==> src/design/ffit_pkg.sv <==
// Package: shared types, widths and defaults of the first-fit track assigner.
package ffit_pkg;

	// default number of tracks
	localparam int unsigned MAX_TRACKS_DEF = 64;

	// payload field widths
	localparam int unsigned TIME_W = 31;
	localparam int unsigned END_W  = 32;
	localparam int unsigned TIDX_W = 6;
	localparam int unsigned TCNT_W = 7;

	// one result item
	typedef struct packed {
		logic [TIDX_W-1:0] track_index;
		logic              opened_track;
		logic              overflow;
		logic [TCNT_W-1:0] tracks_in_use;
	} ffit_res_t;

	// scan controller states
	typedef enum logic [2:0] {
		ST_IDLE  = 3'b001,
		ST_SCAN  = 3'b010,
		ST_WRITE = 3'b100
	} ffit_state_t;

endpackage

==> src/design/first_fit_interval_track_assigner.sv <==
// Top level: first-fit interval track assigner.
//
// Intervals (start_time, span_length) enter on the in_valid/in_ready channel,
// sorted by start and then end. new_set clears all tracks before the item.
// Each item produces one result item on out_valid/out_ready: the chosen
// track, whether a track was opened, an overflow flag and the open count.
//
// Track end times live in a synchronous RAM of MAX_TRACKS words. The scan
// reads one stored end per cycle in creation order and stops at the first
// end at or before the start. One item is in work at a time; in_ready
// returns once the result moves to the output register, so the scan takes
// no new interval before the last result has left it. The result may wait
// in the output register while the next item scans.
//
// Reset clears the open-track count and all handshake state; the RAM is not
// cleared, since only entries below the open count are ever read. A stalled
// receiver holds the result in the output register, and the scan holds its
// finished result until the output register frees.
module first_fit_interval_track_assigner
	import ffit_pkg::*;
#(
	parameter int unsigned MAX_TRACKS = MAX_TRACKS_DEF
) (
	input  logic              clk,
	input  logic              arst_n,
	input  logic              in_valid,
	output logic              in_ready,
	input  logic              new_set,
	input  logic [TIME_W-1:0] start_time,
	input  logic [TIME_W-1:0] span_length,
	output logic              out_valid,
	input  logic              out_ready,
	output logic [TIDX_W-1:0] track_index,
	output logic              opened_track,
	output logic              overflow,
	output logic [TCNT_W-1:0] tracks_in_use
);

	localparam int unsigned IDX_W = (MAX_TRACKS > 1) ? $clog2(MAX_TRACKS) : 1;

	logic             res_vld;
	logic             res_rdy;
	ffit_res_t        res;
	ffit_res_t        out_q;
	logic             out_valid_q;
	logic             mem_we;
	logic [IDX_W-1:0] mem_waddr;
	logic [END_W-1:0] mem_wdata;
	logic [IDX_W-1:0] mem_raddr;
	logic [END_W-1:0] mem_rdata;

	ffit_scan #(
		.MAX_TRACKS(MAX_TRACKS)
	) u_scan (
		.clk        (clk),
		.arst_n     (arst_n),
		.in_valid   (in_valid),
		.in_ready   (in_ready),
		.new_set    (new_set),
		.start_time (start_time),
		.span_length(span_length),
		.res_vld    (res_vld),
		.res_rdy    (res_rdy),
		.res        (res),
		.mem_we     (mem_we),
		.mem_waddr  (mem_waddr),
		.mem_wdata  (mem_wdata),
		.mem_raddr  (mem_raddr),
		.mem_rdata  (mem_rdata)
	);

	ffit_ram #(
		.WIDTH(END_W),
		.DEPTH(MAX_TRACKS)
	) u_ram (
		.clk  (clk),
		.we   (mem_we),
		.waddr(mem_waddr),
		.wdata(mem_wdata),
		.raddr(mem_raddr),
		.rdata(mem_rdata)
	);

	// output register
	assign res_rdy = !out_valid_q || out_ready;

	always_ff @(posedge clk or negedge arst_n) begin
		if (!arst_n) begin
			out_valid_q <= 1'b0;
		end else if (res_rdy) begin
			out_valid_q <= res_vld;
		end
	end

	always_ff @(posedge clk) begin
		if (res_rdy && res_vld) begin
			out_q <= res;
		end
	end

	assign out_valid     = out_valid_q;
	assign track_index   = out_q.track_index;
	assign opened_track  = out_q.opened_track;
	assign overflow      = out_q.overflow;
	assign tracks_in_use = out_q.tracks_in_use;

endmodule

==> src/design/ffit_ram.sv <==
// Generic single-port-write, single-port-read RAM with registered read data.
module ffit_ram #(
	parameter int unsigned WIDTH = 32,
	parameter int unsigned DEPTH = 64,
	localparam int unsigned AW = (DEPTH > 1) ? $clog2(DEPTH) : 1
) (
	input  logic             clk,
	input  logic             we,
	input  logic [AW-1:0]    waddr,
	input  logic [WIDTH-1:0] wdata,
	input  logic [AW-1:0]    raddr,
	output logic [WIDTH-1:0] rdata
);

	logic [WIDTH-1:0] mem [DEPTH];

	// write port and registered read port
	always_ff @(posedge clk) begin
		if (we) begin
			mem[waddr] <= wdata;
		end
		rdata <= mem[raddr];
	end

endmodule

==> src/design/ffit_scan.sv <==
// Scan controller: walks the stored track ends in creation order and picks the first fit.
module ffit_scan
	import ffit_pkg::*;
#(
	parameter int unsigned MAX_TRACKS = MAX_TRACKS_DEF,
	localparam int unsigned IDX_W = (MAX_TRACKS > 1) ? $clog2(MAX_TRACKS) : 1,
	localparam int unsigned CNT_W = $clog2(MAX_TRACKS + 1)
) (
	input  logic              clk,
	input  logic              arst_n,
	input  logic              in_valid,
	output logic              in_ready,
	input  logic              new_set,
	input  logic [TIME_W-1:0] start_time,
	input  logic [TIME_W-1:0] span_length,
	output logic              res_vld,
	input  logic              res_rdy,
	output ffit_res_t         res,
	output logic              mem_we,
	output logic [IDX_W-1:0]  mem_waddr,
	output logic [END_W-1:0]  mem_wdata,
	output logic [IDX_W-1:0]  mem_raddr,
	input  logic [END_W-1:0]  mem_rdata
);

	localparam logic [CNT_W-1:0] MAX_CNT = CNT_W'(MAX_TRACKS);

	ffit_state_t       state_q;
	logic [TIME_W-1:0] start_q;
	logic [END_W-1:0]  end_q;
	logic [CNT_W-1:0]  count_q;
	logic [CNT_W-1:0]  rd_idx_q;
	logic              cmp_vld_s1;
	logic [IDX_W-1:0]  cmp_idx_s1;
	logic [IDX_W-1:0]  chosen_q;
	logic              opened_q;
	logic              ovf_q;

	logic accept;
	logic issue;
	logic hit;
	logic exhausted;

	assign in_ready  = (state_q == ST_IDLE);
	assign accept    = in_valid && in_ready;
	assign issue     = (state_q == ST_SCAN) && (rd_idx_q < count_q);
	assign hit       = (state_q == ST_SCAN) && cmp_vld_s1 && (mem_rdata <= {1'b0, start_q});
	assign exhausted = (state_q == ST_SCAN) && !cmp_vld_s1 && !issue;

	// memory access: one read per scan cycle, write back of the new end
	assign mem_raddr = rd_idx_q[IDX_W-1:0];
	assign mem_we    = (state_q == ST_WRITE) && !ovf_q;
	assign mem_waddr = chosen_q;
	assign mem_wdata = end_q;

	// result item
	assign res_vld           = (state_q == ST_WRITE);
	assign res.track_index   = TIDX_W'(chosen_q);
	assign res.opened_track  = opened_q;
	assign res.overflow      = ovf_q;
	assign res.tracks_in_use = TCNT_W'(count_q);

	// control state
	always_ff @(posedge clk or negedge arst_n) begin
		if (!arst_n) begin
			state_q    <= ST_IDLE;
			count_q    <= '0;
			rd_idx_q   <= '0;
			cmp_vld_s1 <= 1'b0;
		end else begin
			case (state_q)
				ST_IDLE: begin
					if (accept) begin
						if (new_set) begin
							count_q <= '0;
						end
						rd_idx_q   <= '0;
						cmp_vld_s1 <= 1'b0;
						state_q    <= ST_SCAN;
					end
				end
				ST_SCAN: begin
					cmp_vld_s1 <= issue;
					rd_idx_q   <= rd_idx_q + CNT_W'(issue);
					if (hit) begin
						state_q <= ST_WRITE;
					end else if (exhausted) begin
						if (count_q < MAX_CNT) begin
							count_q <= count_q + 1'b1;
						end
						state_q <= ST_WRITE;
					end
				end
				ST_WRITE: begin
					if (res_rdy) begin
						state_q <= ST_IDLE;
					end
				end
				default: begin
					state_q <= ST_IDLE;
				end
			endcase
		end
	end

	// item payload and scan decision
	always_ff @(posedge clk) begin
		if (accept) begin
			start_q <= start_time;
			end_q   <= END_W'(start_time) + END_W'(span_length);
		end
		if (issue) begin
			cmp_idx_s1 <= rd_idx_q[IDX_W-1:0];
		end
		if (hit) begin
			chosen_q <= cmp_idx_s1;
			opened_q <= 1'b0;
			ovf_q    <= 1'b0;
		end else if (exhausted) begin
			if (count_q < MAX_CNT) begin
				chosen_q <= count_q[IDX_W-1:0];
				opened_q <= 1'b1;
				ovf_q    <= 1'b0;
			end else begin
				chosen_q <= '0;
				opened_q <= 1'b0;
				ovf_q    <= 1'b1;
			end
		end
	end

endmodule

==> config.mk <==
export PLATFORM = sky130hd
export DESIGN_NAME = first_fit_interval_track_assigner
export DESIGN_NICKNAME = d
export VERILOG_FILES = /design/src/design/ffit_pkg.sv /design/src/design/first_fit_interval_track_assigner.sv /design/src/design/ffit_ram.sv /design/src/design/ffit_scan.sv
export SDC_FILE = /design/constraint.sdc
export NUM_CORES = 2
export LEC_CHECK = 0
export BUFFER_PORTS_ARGS = -buffer_cell sky130_fd_sc_hd__buf_2
export CAP_MARGIN = 20
export CORE_MARGIN = 1
export CORE_UTILIZATION = 25
export DETAILED_ROUTE_END_ITERATION = 8
export HOLD_SLACK_MARGIN = 0.05
export PLACE_DENSITY = 0.36
export SYNTH_ARGS = -nofsm -noshare
export SYNTH_HDL_FRONTEND = slang
export SYNTH_HIERARCHICAL = 1
export SYNTH_SLANG_ARGS = --single-unit
==> constraint.sdc <==
create_clock -name clk -period 4.2 [get_ports clk]
set_input_delay 0.84 -clock clk [delete_from_list [all_inputs] [get_ports clk]]
set_output_delay 0.84 -clock clk [all_outputs]
set_load 0.005 [all_outputs]
# ---- Word level (Yosys, flattened, before mapping)
# Memory sizes are Yosys's and may differ from the RTL's. A register that Yosys moved wholly into a read port is not among the register bits.
# Cells that the tools add are included.
dict set report word_totals {
  ff_bits 111
  ram_bits 2048
  in_bits 67
  out_inout_bits 17
  wordCells 72
  mem_count 1
}
dict set report classes {
  n_addsub 3
  n_lt_le_gt_ge 3
  n_eq_ne 10
  muxes 22
  n_reduce_logical 18
}
# name depth width rd rd_ports_with_merged_regs write_ports line
set mem_list {}
lappend mem_list {u_ram.mem 64 32 1 1 1 ffit_ram.sv:15} ;# logic [WIDTH-1:0] mem [DEPTH];
# operator n
set op_table {}
lappend op_table {{7-bit 2-to-1 mux} 6}
lappend op_table {{31-bit by 31-bit adder with 32-bit output} 1}
lappend op_table {{32-bit by 31-bit less-or-equal comparator with 1-bit output} 1}
lappend op_table {{7-bit one-hot mux with 2 select lines} 2}
lappend op_table {{6-bit 2-to-1 mux} 3}
lappend op_table {{3-bit 2-to-1 mux} 4}
lappend op_table {{3-bit one-hot mux with 3 select lines} 1}
lappend op_table {{1-bit logical AND} 8}
lappend op_table {{2-bit inequality test (second input constant)} 4}
lappend op_table {{7-bit by 1-bit adder with 7-bit output} 1}
lappend op_table {{7-bit by 1-bit adder with 7-bit output (second input constant)} 1}
lappend op_table {{7-bit less-than comparator} 1}
lappend op_table {{7-bit less-than comparator (second input constant)} 1}
lappend op_table {{6-bit AND reduction} 1}
lappend op_table {{1-bit 2-to-1 mux} 5}
lappend op_table {{1-bit logical NOT} 4}
lappend op_table {{2-bit by 1-bit inequality test with 1-bit output (second input constant)} 2}
lappend op_table {{2-bit nonzero test} 2}
lappend op_table {{3-bit by 1-bit == test with 1-bit output (second input constant)} 1}
lappend op_table {{3-bit by 2-bit == test with 1-bit output (second input constant)} 1}
lappend op_table {{3-bit == test (second input constant)} 1}
lappend op_table {{3-bit by 1-bit inequality test with 1-bit output (second input constant)} 1}
lappend op_table {{3-bit AND reduction} 1}
lappend op_table {{1-bit one-hot mux with 2 select lines} 1}
lappend op_table {{2 further kinds} 2}

# ---- Depth between registers and ports, before layout
dict set report logic_depth {
  word_depth 7
  depth_mapped 12
  ltp_nobuf 12
}

# ---- Hierarchy
# Netlist, hierarchy kept.
# module instances cells_per_inst area_each_um2 seq_area_each_um2
set modules_own_cells {}
lappend modules_own_cells {ffit_ram 1 3324 78515.3 62139.6}
lappend modules_own_cells {ffit_scan 1 604 6172.2 2743.9}
lappend modules_own_cells {first_fit_interval_track_assigner 1 19 504.2 475.5}

# ---- Least setup slack after synthesis
# No wires, ideal clock.
dict set report synth_path {
  path_kind {reg2reg}
  startpoint {register u_scan.state_q[1]}
  endpoint {memory u_ram.mem[48][0], enable pin}
  setup_time_ns 0.461
  arrival_ns 3.351
  required_ns 3.739
  slack_ns 0.388
  path_stages_with_launch 7
  path_buffers 0
  synth_period_minus_slack_ns 3.812
  path_cell_list {dfrtp_1 -> nor2_1 -> nand2_1 -> nor2_1 -> nor2b_1 -> nand4b_1 -> nor3_1}
}
dict set report synth_via {
  elab_chain_len 4
}
# element line
set synth_lines {}
lappend synth_lines {{start, declared} ffit_scan.sv:28} ;# ffit_state_t state_q;
lappend synth_lines {{start signal, assigned} ffit_scan.sv:66} ;# state_q <= ST_IDLE;
lappend synth_lines {{start signal, assigned} ffit_scan.sv:79} ;# state_q <= ST_SCAN;
lappend synth_lines {{start signal, assigned} ffit_scan.sv:86} ;# state_q <= ST_WRITE;
lappend synth_lines {{3-bit == test} ffit_scan.sv:52} ;# assign mem_we = (state_q == ST_WRITE) && !ovf_q;
lappend synth_lines {{1-bit logical AND} ffit_scan.sv:52}
lappend synth_lines {{net mem_we} first_fit_interval_track_assigner.sv:46} ;# logic mem_we;
lappend synth_lines {{1-bit 2-to-1 mux} ffit_ram.sv:19} ;# if (we) begin
lappend synth_lines {{1-bit 2-to-1 mux (implied by the code)} ffit_ram.sv:20} ;# mem[waddr] <= wdata;
lappend synth_lines {{end, declared} ffit_ram.sv:15}
# The timed path passes the listed nets, and every way through them passes these cells.

==> qor.txt <==
P_sw -> 12000 uW
Buffers on Ports -> 83
Worst skew pair latency -> 0.90 ns
Maximum ir drop on the vdd rail -> 0.000329 V
Congestion Overflow GR -> 0
Outcome -> finished, final reports clean
Wire length of the first global-routing pass -> 369 mm
Number of max-capacitance violations reported -> 0
Unrepaired setup endpoints after global routing -> false
Count of boundary I/O pins -> 84
Row count -> 213
Layout overhead on the synthesized area -> 18.7%
Cell area after synthesis -> 85200 um^2
First-iteration detailed-routing DRC count -> 4004
Number of buffers on the longest clock path -> 4
Worst clock skew -> 0.0400 ns
Transition time at the pin with the least slew margin -> 0.998 ns
Fill cell count -> 33000
Total power density per cell area -> 498 nW/um^2
Fraction of power consumed by combinational cells -> 8.3%
Dpl cell area -> 93700 um^2
Fmax achieved -> 0.298 GHz
Horizontal die dimension -> 586 um
Area leader, netlist -> edfxtp_1
Share of total power consumed by net switching -> 23.9%
TritonCTS clock tree -> yes
Most frequently used flop master after synthesis -> edfxtp_1
Via density per instance -> 4.62
Total negative slack -> 0 ns
Synth async-reset ratio -> 0.867%
Pins over their slew limit -> 0
Initial standard-cell utilization of the core -> 25.2%
Endpoint arrival time on the critical path -> 4.13 ns
Clock root cell -> clkbuf_16
Clock period minus worst slack -> 3.36 ns
Required time at the worst-slack endpoint -> 4.97 ns
Startpoint kind of the worst setup timing path -> flop
Final non-filler cell area -> 101000 um^2
Share of layout cells above drive strength 1 -> 29.0%
Total global routing track utilization -> 15.6%
Half-perimeter wire length after placement -> 155 mm
Crit path capture type -> flop
Proportion of netlist area held by the largest area contributor -> 75.4%
Largest net degree at the start of global routing -> 65
Number of iterations in the first detailed-routing pass -> 8
Vias in the first global route -> 43238
Clock network power share -> 40.6%
Sequential share of power -> 51.1%
Antenna violations before repair -> 15
Number of antenna-violating nets in the routed design -> 0
Critical setup path kind -> flop to flop
Chip height -> 586 um
Post-synthesis sequential element count -> 2191
Portion of the post-synthesis area used by sequential elements -> 76.7%
Number of standard cells after synthesis -> 3947
CTS H-tree lvls -> 4
Cell-internal power -> 38300 uW
Type of the worst min-delay path -> input port to flop
Setup Viol. Count Final -> 0
Warnings from Yosys -> 6
Cell variety after synth -> 81
Total wire length -> 271 mm
Total via count after detailed routing -> 41848
Static leakage power -> 0.0305 uW
Top cells by area in the synthesized netlist -> edfxtp_1 75%, mux4_2 14%, mux2i_1 1.1%
TritonCTS buffer count -> 238
Die footprint -> 343000 um^2
Area used by multi-input combinational logic -> 19100 um^2
Clock Sink Count -> 2191
Syn Area/Cell -> 21.6 um^2
Core outline area -> 338000 um^2
Final weighted congestion in routability-driven placement -> 0.765
Slew headroom -> 33.5%
Total DRC errors in the routed layout -> 0
Net count of the mapped netlist -> 4086
Wirelength per Cell -> 29.8 um
Hold violation count in the final report -> 0
Hold Worst Slack -> 0.142 ns
Clock transition at the register clock pins on the worst setup and hold paths after CTS -> 0.06 ns
FF+latch area -> 65400 um^2
Net count, final -> 4487
Top fanout value on the critical path -> 25
Number of flops mapped to enable cells by yosys -> 2138
Portion of the clock cycle consumed by the worst path in the final layout -> 79.9%
## Yosys cell counts (7+ instances only)
master	number
a21o_1	16
a21oi_1	100
a22oi_1	13
a311oi_1	9
a31oi_1	8
and3_1	9
buf_1	21
buf_2	58
buf_4	41
buf_6	7
clkbuf_1	82
dfrtp_1	18
dfxtp_1	34
edfxtp_1	2138
ha_1	71
inv_1	52
mux2i_1	94
mux4_2	544
nand2_1	73
nand2b_1	15
nand3_1	29
nand4_1	13
nor2_1	175
nor2b_1	23
nor3_1	15
o21a_1	7
o21ai_0	31
o221ai_1	27
o22ai_1	84
or3_1	10
xnor2_1	16
## cells in the final DEF, fill, tap and decap left out, drive strengths merged, types with 29 or more instances in the layout
cell type and instances:
mux4 544, nor2 176, dfxtp 34, nand3 29, mux2i 95, ha 71, clkbuf 317, edfxtp 2138
inv 55, buf 369, a21oi 100, o22ai 84, clkinv 83, nand2 73, o21ai 37
## worst paths after layout
path / depth (start not counted) / from / slack (ns) / endpoint
max in group asynchronous: 2 / arst_n / 3.36 / u_scan/rd_idx_q[1]
max: 8 / u_scan/rd_idx_q[0] / 0.84 / u_ram/rdata[30]
min reg2reg: 0 / u_scan/opened_q / 0.47 / opened_track
min in group asynchronous: 2 / arst_n / 0.45 / u_scan/state_q[2]
min: 1 / start_time[20] / 0.14 / u_scan/start_q[20]
max reg2reg: 8 / u_scan/rd_idx_q[0] / 0.84 / u_ram/rdata[30]
## state kept, by name (all words and copies together) (netlist names), 3 cells and up
| signal | cells |
|---|---|
| u_ram/rdata | 32 |
| u_scan/start_q | 31 |
| u_scan/cmp_idx_s1 | 6 |
| u_scan/count_q | 7 |
| u_scan/mem_waddr | 6 |
| track_index | 6 |
| u_scan/rd_idx_q | 7 |
| u_ram/mem | 2048 |
| u_scan/mem_wdata | 32 |
| u_scan/state_q | 3 |
| tracks_in_use | 7 |
## metrics by stage
step           power, uW  std cells  setup slack [ns]  utilization [%]
2_1_floorplan      28300       3947             0.388                -
3_3_place_gp       30400       8622             0.717             27.7
3_5_place_dp       30400       8622             0.743             27.7
4_1_cts            51100       9052             0.751             29.9
5_1_grt            52100       9053             0.682             29.9
6_report           50300       9064             0.843             29.9
## kinds of logic after synthesis
| kind of cell | share of synthesized area, % |
|---|---|
| flops | 76.7 |
| mux | 15.5 |
| simple gates | 2.25 |
| compound gates | 2.73 |
| buf+inv | 1.48 |
| fa+ha+maj | 1.07 |
| xor+xnor | 0.226 |
## power groups by stage
stage | logic, uW | registers [uW] | clock network [uW]
finish | 4170 | 25700 | 20400
global route | 4510 | 25700 | 21800
CTS | 4260 | 25700 | 21100
detailed placement | 4250 | 26200 | 0
global placement | 4200 | 26200 | 0
floorplan | 1590 | 26700 | 0
## layer usage
| metal | vias up | global-route usage (%) | part of all wire [%] |
|---|---|---|---|
| li1 | 17416 | - | - |
| met4 | 0 | 3.77 | 2.6 |
| met2 | 1073 | 24.6 | 46 |
| met3 | 317 | 2.54 | 5.2 |
| met1 | 23042 | 22.4 | 46 |
| met5 | - | 0 | 0 |
## critical path: stages, from the launching register on
cell	delay [ns]
dfrtp_4	0.69
buf_12	0.28
buf_12	0.25
buf_12	0.26
buf_4	0.27
mux4_2	0.53
mux4_2	0.49
o22ai_1	0.27
nor2_1	0.08
## timing repair
item	in CTS	in global routing
hold endpoints to repair	18	0
hold buffers	1	0
resized for setup	0	0
buffers inserted	0	0
## area by class of cell
type                    instances  share of cell area (%)
flip-flops and latches       2191                    64.6
multi-input cells            1495                    18.8
clock buffers                 317                    6.31
well taps                    4515                    5.59
repair buffers                370                    3.40
clock inverters               112                    1.00
inverters                      52                   0.193
diodes                         12                  0.0297
Power figures use the tool's default switching activity.
